## src/rtl/pcgnl_mac.sv

```systemverilog
// shared multiplier: one registered product per cycle
module pcgnl_mac (
  input  logic        clk,
  input  logic [23:0] a,
  input  logic [23:0] b,
  output logic [47:0] p
);
  always_ff @(posedge clk) begin
    p <= a * b;
  end
endmodule

```

## config.mk

```make
export PLATFORM = sky130hd
export DESIGN_NAME = pcgnl_mac
export DESIGN_NICKNAME = d
export VERILOG_FILES = /design/src/rtl/pcgnl_mac.sv
export SDC_FILE = /design/constraint.sdc
export NUM_CORES = 1
export LEC_CHECK = 0
export BUFFER_PORTS_ARGS = -buffer_cell sky130_fd_sc_hd__buf_2
export CORE_UTILIZATION = 65
export DETAILED_ROUTE_END_ITERATION = 8
export GPL_TIMING_DRIVEN = 0
export HOLD_SLACK_MARGIN = 0.02
export MAX_ROUTING_LAYER = met4
export PLACE_DENSITY = 0.94
export SLEW_MARGIN = 0
export SYNTH_ARGS = -nofsm -noshare
export SYNTH_HDL_FRONTEND = slang
export SYNTH_SLANG_ARGS = --single-unit
```

## constraint.sdc

```tcl
create_clock -name clk -period 6.9 [get_ports clk]
set_input_delay 0 -clock clk [delete_from_list [all_inputs] [get_ports clk]]
set_output_delay 0 -clock clk [all_outputs]
set_load 0.03 [all_outputs]
```

# [Yosys cells after proc, flatten, opt, wreduce, memory -nomap -nowiden]
# Index checks and enable logic that the tools add are counted.
[totals] input_bits=49 word_cells=2 ff_bits=48 out_inout_bits=48
[op_classes] n_mul=1
[op_table] cell="$mul 24x24->48" n=1

# [Depth between registers and ports, before layout]
[depth] word_depth=1 depth_mapped=26 mapped_depth_nobuf=24

# [Worst setup path after synthesis]
# No wires, ideal clock.
[synth_path] path_type="input -> register" start="input b[3]" end="register p[44]" setup_time_ps=64 slack_ps=892 stages=25 n_path_buf=1 t_arrival_ps=5944 required_ps=6836 cell_sequence="clkbuf_1 > nand2_1 > fa_1 > inv_1 > fa_1 > inv_1 > fa_1 > inv_1 > fa_1 > inv_1 > fa_1 > inv_1 > fa_1 > inv_1 > fa_1 > inv_1 > ha_1 > a21oi_1 > nand2_1 > nor3_1 > a2111oi_4 > o21ai_1 > a21oi_1 > or3_1 > nand4_1"
[synth_between] elab_chain_cells=1
[synth_lines] item="from (decl)" line="5" rtl="input logic [23:0] b,"
[synth_lines] item="$mul 24x24->48" line="9" rtl="p <= a * b;"
[synth_lines] item="to (signal assigned)" line="9"
[synth_lines] item="to (decl)" line="6" rtl="output logic [47:0] p"
# No other way between the ends.

# [Worst setup path in the final report]
[layout_path] start="input a[13]" end="register p[37]"
[layout_between] elab_chain_cells=1
[layout_lines] item="from (decl)" line="4" rtl="input logic [23:0] a,"
[layout_lines] item="$mul 24x24->48" line="9"
# No other way between the ends.

==> flow_summary.yaml <==
final_layout:
  regMostFlops: "p"
  nNetsFinal: 3045
  final_cell_count_no_fill: 2735
  largest_register_ffs: 48
  reg_top3: "p: 48 flops"
  drive_gt1_frac: 0.08928
  post-route-util: 0.7126
  area.growth.synth_to_final_pct: 6.706
clock_network:
  root_buffer: "clkbuf_16"
  cts_sinks: 48
  cts_hold_buffers: 0
  path_clk_slew_ps: 90
  cts_max_level: 2
  cts_tree: "yes"
  clockBufferDepth: 2
  numCtsBuffers: 5
synthesis:
  yosys.area.top_type: "fa_1"
  netlist_instances: 2238
  synthTopCellsByArea: "fa_1 (48%), ha_1 (11%), inv_1 (10%)"
  synth_area_um2: 20060
  ys_ff_latch: 48
  yosysUniqueCellTypes: 51
  synth_most_common_cell: "inv_1"
  avgSynthCellArea_um2: 8.961
  synth_top_cell_area_share: 0.4811
  ys_seq_area_frac: 0.04791
  syn_nets: 2943
  yosysWarnings: 0
  yosys-top-cells-count: "inv_1 (559), fa_1 (482), nand2_1 (307), and2_1 (304), ha_1 (174)"
  synth_edf_count: 0
  ys.flop_type: "dfxtp_1"
  async_reset_ff_frac: 0
setup_path:
  crit_type: "in -> reg"
  required_ps: 7140
  path_max_fanout: 10
  start_kind: "primary input"
  worstPathArrival_ps: 7070
  cp-end-kind: "flop"
floorplanning:
  die_x_um: 177.7
  row_count: 63
  core_area_um2: 30030
  start_util: 0.6678
  die_y_um: 177.7
  die-area_um2: 31560
  num_io_pins: 97
place:
  dp_cells: 2724
  dp_hpwl_mm: 53.80
  gp_congestion: 1.081
  io_buffers: 96
worst_hold_path:
  hold_depth: 2
  whs_endpoint: "p[0]"
  hold_path.class: "in -> reg"
  min_from: "b[0]"
grt:
  grt_pass1_vias: 16690
  gr-total-overflow: 0
  antenna_found_initial: 2
  grtUsageTotal: 0.4455
  grt_max_degree: 17
  grt_pass1_wl_mm: 98.03
sta:
  worst_pin_slew_ps: 724.5
  period_share: 0.9899
  setup_viol: 0
  hold_slack_ps: 30.97
  hold_violations: 0
  final-max-slew-violation-count: 0
  post-route-min-period_ps: 6831
  fmax_mhz: 146.4
  slew_headroom: 0.5170
  tns_ps: 0
routing:
  drt_iter0_drc: 1403
  totalWireLength_mm: 63.27
  wl_per_cell_um: 23.13
  postRouteAntennaNets: 0
  vias_per_cell: 5.824
  dr.pass1.iters: 6
  vias: 15930
  drc_errors: 0
run_status:
  status: "finished clean"
job:
  maxCapViolations: 0
## cell families after synthesis
logic type | share of synthesized area
AOI/OAI and AO/OA | 0.04317
xor gates and xnor gates | 0.01878
adders and majority gates | 0.5897
buffers and inverters | 0.1247
DFF | 0.04791
and+or+nand+nor | 0.1757
## metrics by stage
stage	instance area (µm²)	setup slack (ps)
finish	21400	69.37
global route	21400	-24.33
CTS	21260	0.1426
detailed placement	21020	-915.1
global placement	21020	-939.3
floorplan	20060	892.1
## layout by cell type (no fill, tap or decap), types with 9 or more instances in the layout
master    Yosys  final
inv_1       559    559
clkbuf_2      0     68
nand4_1      13     13
and2_1      304    304
nor3_1       10      9
nand3_1      14     14
a21o_1       16     16
fa_1        482    482
buf_2         7    105
o21ai_0      15     14
dfxtp_1      48     48
clkbuf_1     98     19
a21oi_1      48     46
nand2_1     307    307
ha_1        174    174
nor2_1       21     21
xor2_1       13     13
xnor2_1      30     30
## critical path, cell delays in order
cell      delay [ps]
buf_2            250
clkbuf_2         360
nand2_1          130
fa_1             590
fa_1             570
inv_1             50
fa_1             480
fa_1             700
fa_1             520
fa_1             520
inv_1             60
fa_1             480
inv_1             50
ha_1             270
buf_2            180
a21oi_1          180
o21a_1           160
o22ai_1          100
or3_1            470
nor4_4           440
nor2_1           160
a21oi_1          190
xnor2_1          150
## area by class of cell
cell class	instances	area [µm²]
inverter	559	2098
clock buffer	5	125.1
timing repair buffer	96	483.0
tap	390	488.0
multi-input combinational	1526	16650
antenna	4	10.01
clock inverter	3	68.82
buffer	104	514.2
sequential	48	960.9
fill	2321	8632
## worst max-delay path by stage
stage               startpoint    end  slack (ps)  cells after the start
finish                   a[13]  p[37]          70                     23
global route             a[15]  p[31]         -20                     23
CTS                       b[4]  p[41]         0.1                     24
detailed placement        a[7]  p[41]        -920                     25
global placement          a[7]  p[45]        -940                     25
floorplan                 b[3]  p[44]         890                     25
## routing by layer
layer  GRT usage  share of wire  vias up  routed length, µm
met4      0.1763          0.043        0               2727
met1      0.5699           0.37     7985              23710
met2      0.6416           0.44     1039              27890
met5           -              0        -                  0
li1            -              -     6717                  -
met3      0.1656           0.14      189               8949
## repair_timing
| item | 4_1_cts | 5_1_grt |
|---|---|---|
| gates resized for setup | 29 | 127 |
| buffers inserted | 0 | 0 |
| pin swaps | 0 | 4 |
| endpoints found under the setup margin | 8 | 17 |
Power is left out: the tool's default activity adds up to more than one toggle a clock period on the data nets, which glitch-free logic cannot reach.
