File: config.mk
export PLATFORM = sky130hd
export DESIGN_NAME = pcgnl_ram
export DESIGN_NICKNAME = d
export VERILOG_FILES = /design/src/rtl/pcgnl_ram.sv
export SDC_FILE = /design/constraint.sdc
export NUM_CORES = 1
export LEC_CHECK = 0
export BUFFER_PORTS_ARGS = -buffer_cell sky130_fd_sc_hd__buf_2
export CAP_MARGIN = 20
export CORE_MARGIN = 8
export CORE_UTILIZATION = 40
export DETAILED_ROUTE_END_ITERATION = 6
export HOLD_SLACK_MARGIN = 0.15
export PLACE_DENSITY = 0.68
export REMOVE_ABC_BUFFERS = 1
export SYNTH_ARGS = -nofsm -noshare
export SYNTH_HDL_FRONTEND = slang
export SYNTH_SLANG_ARGS = --single-unit
File: constraint.sdc
create_clock -name clk -period 3.42 [get_ports clk]
set_clock_uncertainty 0.1 [all_clocks]
set_input_delay 0.171 -clock clk [delete_from_list [all_inputs] [get_ports clk]]
set_output_delay 0.171 -clock clk [all_outputs]
set_load 0.005 [all_outputs]
File: src/rtl/pcgnl_ram.sv
// generic single-port ram with registered read
module pcgnl_ram #(
  parameter int WIDTH = 8,
  parameter int DEPTH = 16
) (
  input  logic                     clk,
  input  logic                     we,
  input  logic [$clog2(DEPTH)-1:0] addr,
  input  logic [WIDTH-1:0]         wdata,
  output logic [WIDTH-1:0]         rdata
);
  logic [WIDTH-1:0] mem [DEPTH];

  always_ff @(posedge clk) begin
    if (we) begin
      mem[addr] <= wdata;
    end
    rdata <= mem[addr];
  end
endmodule

# After elaboration in Yosys (flattened, before gate mapping)
# Memories as Yosys holds them, arrays and structs flattened. A register that Yosys moved wholly into a read port is not among the register bits.
# Cells that the tools add are included.
[classes]
order_cmp = 0
n_mul = 0
n_mux = 2
eq_ne = 0
div = 0
n_shift = 0
add_sub_neg = 0
n_bitwise = 0
n_reduce_logical = 0
[op_table]
columns = ["operator", "count"]
rows = [
  ["$mux W1", 2],
]
[totals]
register_bits = 0
out_inout_bits = 8
rom_bits = 0
in_bits = 14
ram_bits = 128
word_cells = 3
mem_count = 1
latch_bits = 0
[mem_list]
columns = ["name", "words", "word_bits", "rd", "rd_ports_with_merged_regs", "wr", "line_no", "rtl"]
rows = [
  ["mem", 16, 8, 1, 1, 1, "12", "logic [WIDTH-1:0] mem [DEPTH];"],
]

# Logic depth before layout (Yosys ltp)
[depth]
depth_word = 2
mapped_depth = 5
ltp_nobuf = 3

# Worst setup path before layout
# OpenSTA, ideal clock, no wires.
[synth_timing]
kind = "input to register"
start = "input port addr[2]"
end = "memory mem[0][0] (enable)"
path_buffers = 0
path_slack_ps = 1656
stages = 2
arrival_ps = 1281
t_required_ps = 2937
setup_ps = 383
cell_sequence = "or3b_2 > nor3_1"
[synth_rtl]
columns = ["item", "line_no", "rtl"]
rows = [
  ["from (decl)", "8", "input logic [$clog2(DEPTH)-1:0] addr,"],
  ["to (decl)", "12", ""],
]
# No word-level cell before the write port.

# Worst setup path after layout
[layout_timing]
start = "input port addr[0]"
end = "memory mem[1][4] (enable)"
# No word-level cell before the write port.

==> impl_metrics.toml <==
[critical_path]
setup.worst_path.start_class = "primary input"
ff_to_ff_path_depth = 3
path_cells = "buf_2 > nand2b_1 > nor2_1"
worst-path-max-fanout = 25
worstPathRequired_ns = 3.35
critical_path_arrival_ns = 1.78
standard_cell_with_the_maximum_stage_delay_on_the_critical_path = "sky130_fd_sc_hd__nor2_1"
crit_end_category = "register"
regToRegEndpoint = "rdata[1]"
timing.reg2reg.setup_slack_ns = 1.97
reg2reg_from = "mem[1][1]"
worst_path_largest_cell_delay_ns = 0.79
setup.worst_path.class = "in -> reg"

[cells_and_area]
multiInputGateArea_um2 = 1000
areaGrowthSynthToFinish_pct = 22.8
regArea_um2 = 4000
antenna_cells_inserted = 0
post_route_cells_drive_above_1_share_pct = 33.1
postLayoutCellArea_um2 = 6220
fill_cells = 1022
layout.nets = 294

[timing]
setup_tns_ns = 0
max_slew.worst_pin.slew_ns = 0.956
final_count_of_pins_violating_max_slew = 0
unrepaired_setup_endpoints_after_global_routing = "no"
final-hold-violation-count = 0
post-route-min-period_ns = 1.85
fin_crit_sh_pct = 54.2
max_clock_freq_ghz = 0.540
setup_viol_count_final = 0
slew-limit-headroom_pct = 36.1

[clocking]
htree_num_levels = 4
cts_buffers = 17
clkSlewWorstSetupHoldPaths_ns = 0.06
max-clock-path-buffers = 2
tritoncts = "done"
clock_latency_ns = 0.42
cts_root_buf = "sky130_fd_sc_hd__clkbuf_16"
cts_repair_resize_count = 0
clock_sinks = 136

[floorplanning]
die_width_um = 129
die_area_um2 = 16500
floorplan.initialDensity_pct = 40.5
core_area_um2 = 12500
die_h_um = 129
core.rowCount = 41
num_io_pins = 22

[synthesis]
syn-cell-area_um2 = 5070
yosys_register_bits = 136
synth_flop_cell = "sky130_fd_sc_hd__edfxtp_1"
yosys.cell_types.count = 18
synth_top_area_share_pct = 75.9
seq_area_frac_synth_pct = 79.0
number_of_synthesized_flops_with_an_enable_pin = 128
async_reset_ff_share_pct = 0
synth.top_cells.by_area = "sky130_fd_sc_hd__edfxtp_1 (76%), sky130_fd_sc_hd__mux4_2 (14%), sky130_fd_sc_hd__dfxtp_1 (3.2%)"
ys_top_cells_by_count = "sky130_fd_sc_hd__edfxtp_1 (128), sky130_fd_sc_hd__mux4_2 (32), sky130_fd_sc_hd__a22oi_1 (16)"
netlist_instances = 230
yosysWarnings = 0
syn_area_per_cell_um2 = 22.0
synth_area_leader_cell = "sky130_fd_sc_hd__edfxtp_1"
synth.most_common_cell = "sky130_fd_sc_hd__edfxtp_1"

[run]
maxCapViolCount = 0

[global_route]
wire_length_of_the_first_global_routing_pass_um = 15200
grtUsageTotal_pct = 13.0
first_global_vias = 2544
grt_start_max_net_pins = 26
global_route.overflow_total = 0
antenna_found_initial = 0

[pwr]
report.power.total_uw = 4250
leakage_uw = 0.00206
highest_ir_drop_seen_on_vdd_mv = 0.390
power_density_nw_per_um2 = 682

[min_path]
min_delay_path_depth = 3
hp-class = "in -> reg"
worstHoldStart = "we"
holdPathEnd = "mem[4][0]"

[placement]
sum_of_net_half_perimeters_after_detailed_placement_um = 6060
place.port_buffers = 21
area_after_detailed_placement_um2 = 5430
routabilityCongestion = 0.733

[status]
outcome = "complete, no violations"

[route]
detail_route.first_pass.iterations = 5
drc_violations_left = 0
routed_wirelength_um = 9940
initialDrtViolationCount = 249
vias_after_detailed_routing = 2451
vias_per_cell = 5.27
route.detailed.wl_per_inst_um = 21.4
route.antenna.remaining_nets = 0
-- power by group --
group          internal [uW]  switching [uW]
registers               1860            10.9
logic                   75.4            97.5
clock network           1530             663
-- worst max-delay path by stage --
stage	from	to	slack, ns	depth (start not counted)
CTS	addr[0]	rdata[1]	1.52	5
finish	addr[0]	mem[1][4]	1.57	3
global placement	addr[0]	rdata[4]	1.14	5
detailed placement	addr[0]	mem[1][4]	1.09	3
global route	addr[0]	mem[1][4]	1.36	3
floorplan	addr[2]	mem[0][0]	1.66	2
-- flip-flops by register name, indices dropped and copies added (netlist names) --
name / count
mem: 128
rdata: 8
-- routing by layer --
layer | up-vias | GRT usage [%] | wire, um
met5 | - | 0 | 0
met4 | 0 | 6.36 | 155
met3 | 18 | 3.68 | 582
met2 | 83 | 19.9 | 4720
met1 | 1284 | 16.7 | 4490
li1 | 1066 | - | -
-- worst max-delay path: cells and delay by family --
family	cells	cell delay [ns]
buffers and inverters	1	0.58
AND/OR/NAND/NOR	2	1.02
-- layout by cell type (no fill, tap or decap) --
| master | count |
|---|---|
| sky130_fd_sc_hd__clkinvlp_4 | 1 |
| sky130_fd_sc_hd__nand2_1 | 9 |
| sky130_fd_sc_hd__nand3_1 | 1 |
| sky130_fd_sc_hd__and2_1 | 1 |
| sky130_fd_sc_hd__nand3b_1 | 2 |
| sky130_fd_sc_hd__buf_4 | 13 |
| sky130_fd_sc_hd__bufinv_16 | 8 |
| sky130_fd_sc_hd__clkbuf_16 | 17 |
| sky130_fd_sc_hd__edfxtp_1 | 128 |
| sky130_fd_sc_hd__dfxtp_1 | 8 |
| sky130_fd_sc_hd__buf_2 | 21 |
| sky130_fd_sc_hd__clkinv_2 | 1 |
| sky130_fd_sc_hd__nor2b_1 | 2 |
| sky130_fd_sc_hd__mux4_2 | 32 |
| sky130_fd_sc_hd__clkinv_4 | 2 |
| sky130_fd_sc_hd__dlygate4sd3_1 | 8 |
| sky130_fd_sc_hd__or3b_2 | 1 |
| sky130_fd_sc_hd__a22oi_1 | 16 |
| sky130_fd_sc_hd__nor2_1 | 13 |
| sky130_fd_sc_hd__nor3_1 | 4 |
| sky130_fd_sc_hd__clkbuf_1 | 2 |
| sky130_fd_sc_hd__clkbuf_8 | 1 |
| sky130_fd_sc_hd__nand2b_1 | 2 |
-- layout make-up --
class	count	share of cell area [%]
clock buffer	20	7.18
clock inverter	12	4.34
multi-input combinational	83	16.1
sequential	136	64.3
tap	172	3.46
timing repair buffer	42	4.54
-- what timing repair did --
action | 4_1_cts | 5_1_grt
endpoints found under the hold margin | 128 | 0
buffers inserted | 0 | 0
hold buffers | 8 | 0
-- cell families (layout without fill, tap and decap cells) --
family                 after synthesis  after routing  synth area share, %
buffers and inverters               11             74                 1.19
AO/OA/AOI/OAI                       16             16                 2.37
flip-flops                         136            136                 79.0
multiplexers                        32             32                 14.2
AND/OR/NAND/NOR                     35             35                 3.21
-- stage by stage --
step | cells | utilization [%] | worst slack, ns | hold slack [ns]
CTS | 465 | 49.7 | 1.52 | 0.248
floorplan | 219 | - | 1.66 | 0.170
global placement | 425 | 43.3 | 1.14 | 0.451
finish | 465 | 49.7 | 1.57 | 0.268
global route | 465 | 49.7 | 1.36 | 0.264
detailed placement | 425 | 43.3 | 1.09 | 0.454
Note: power is estimated with default switching activity, not from simulation.
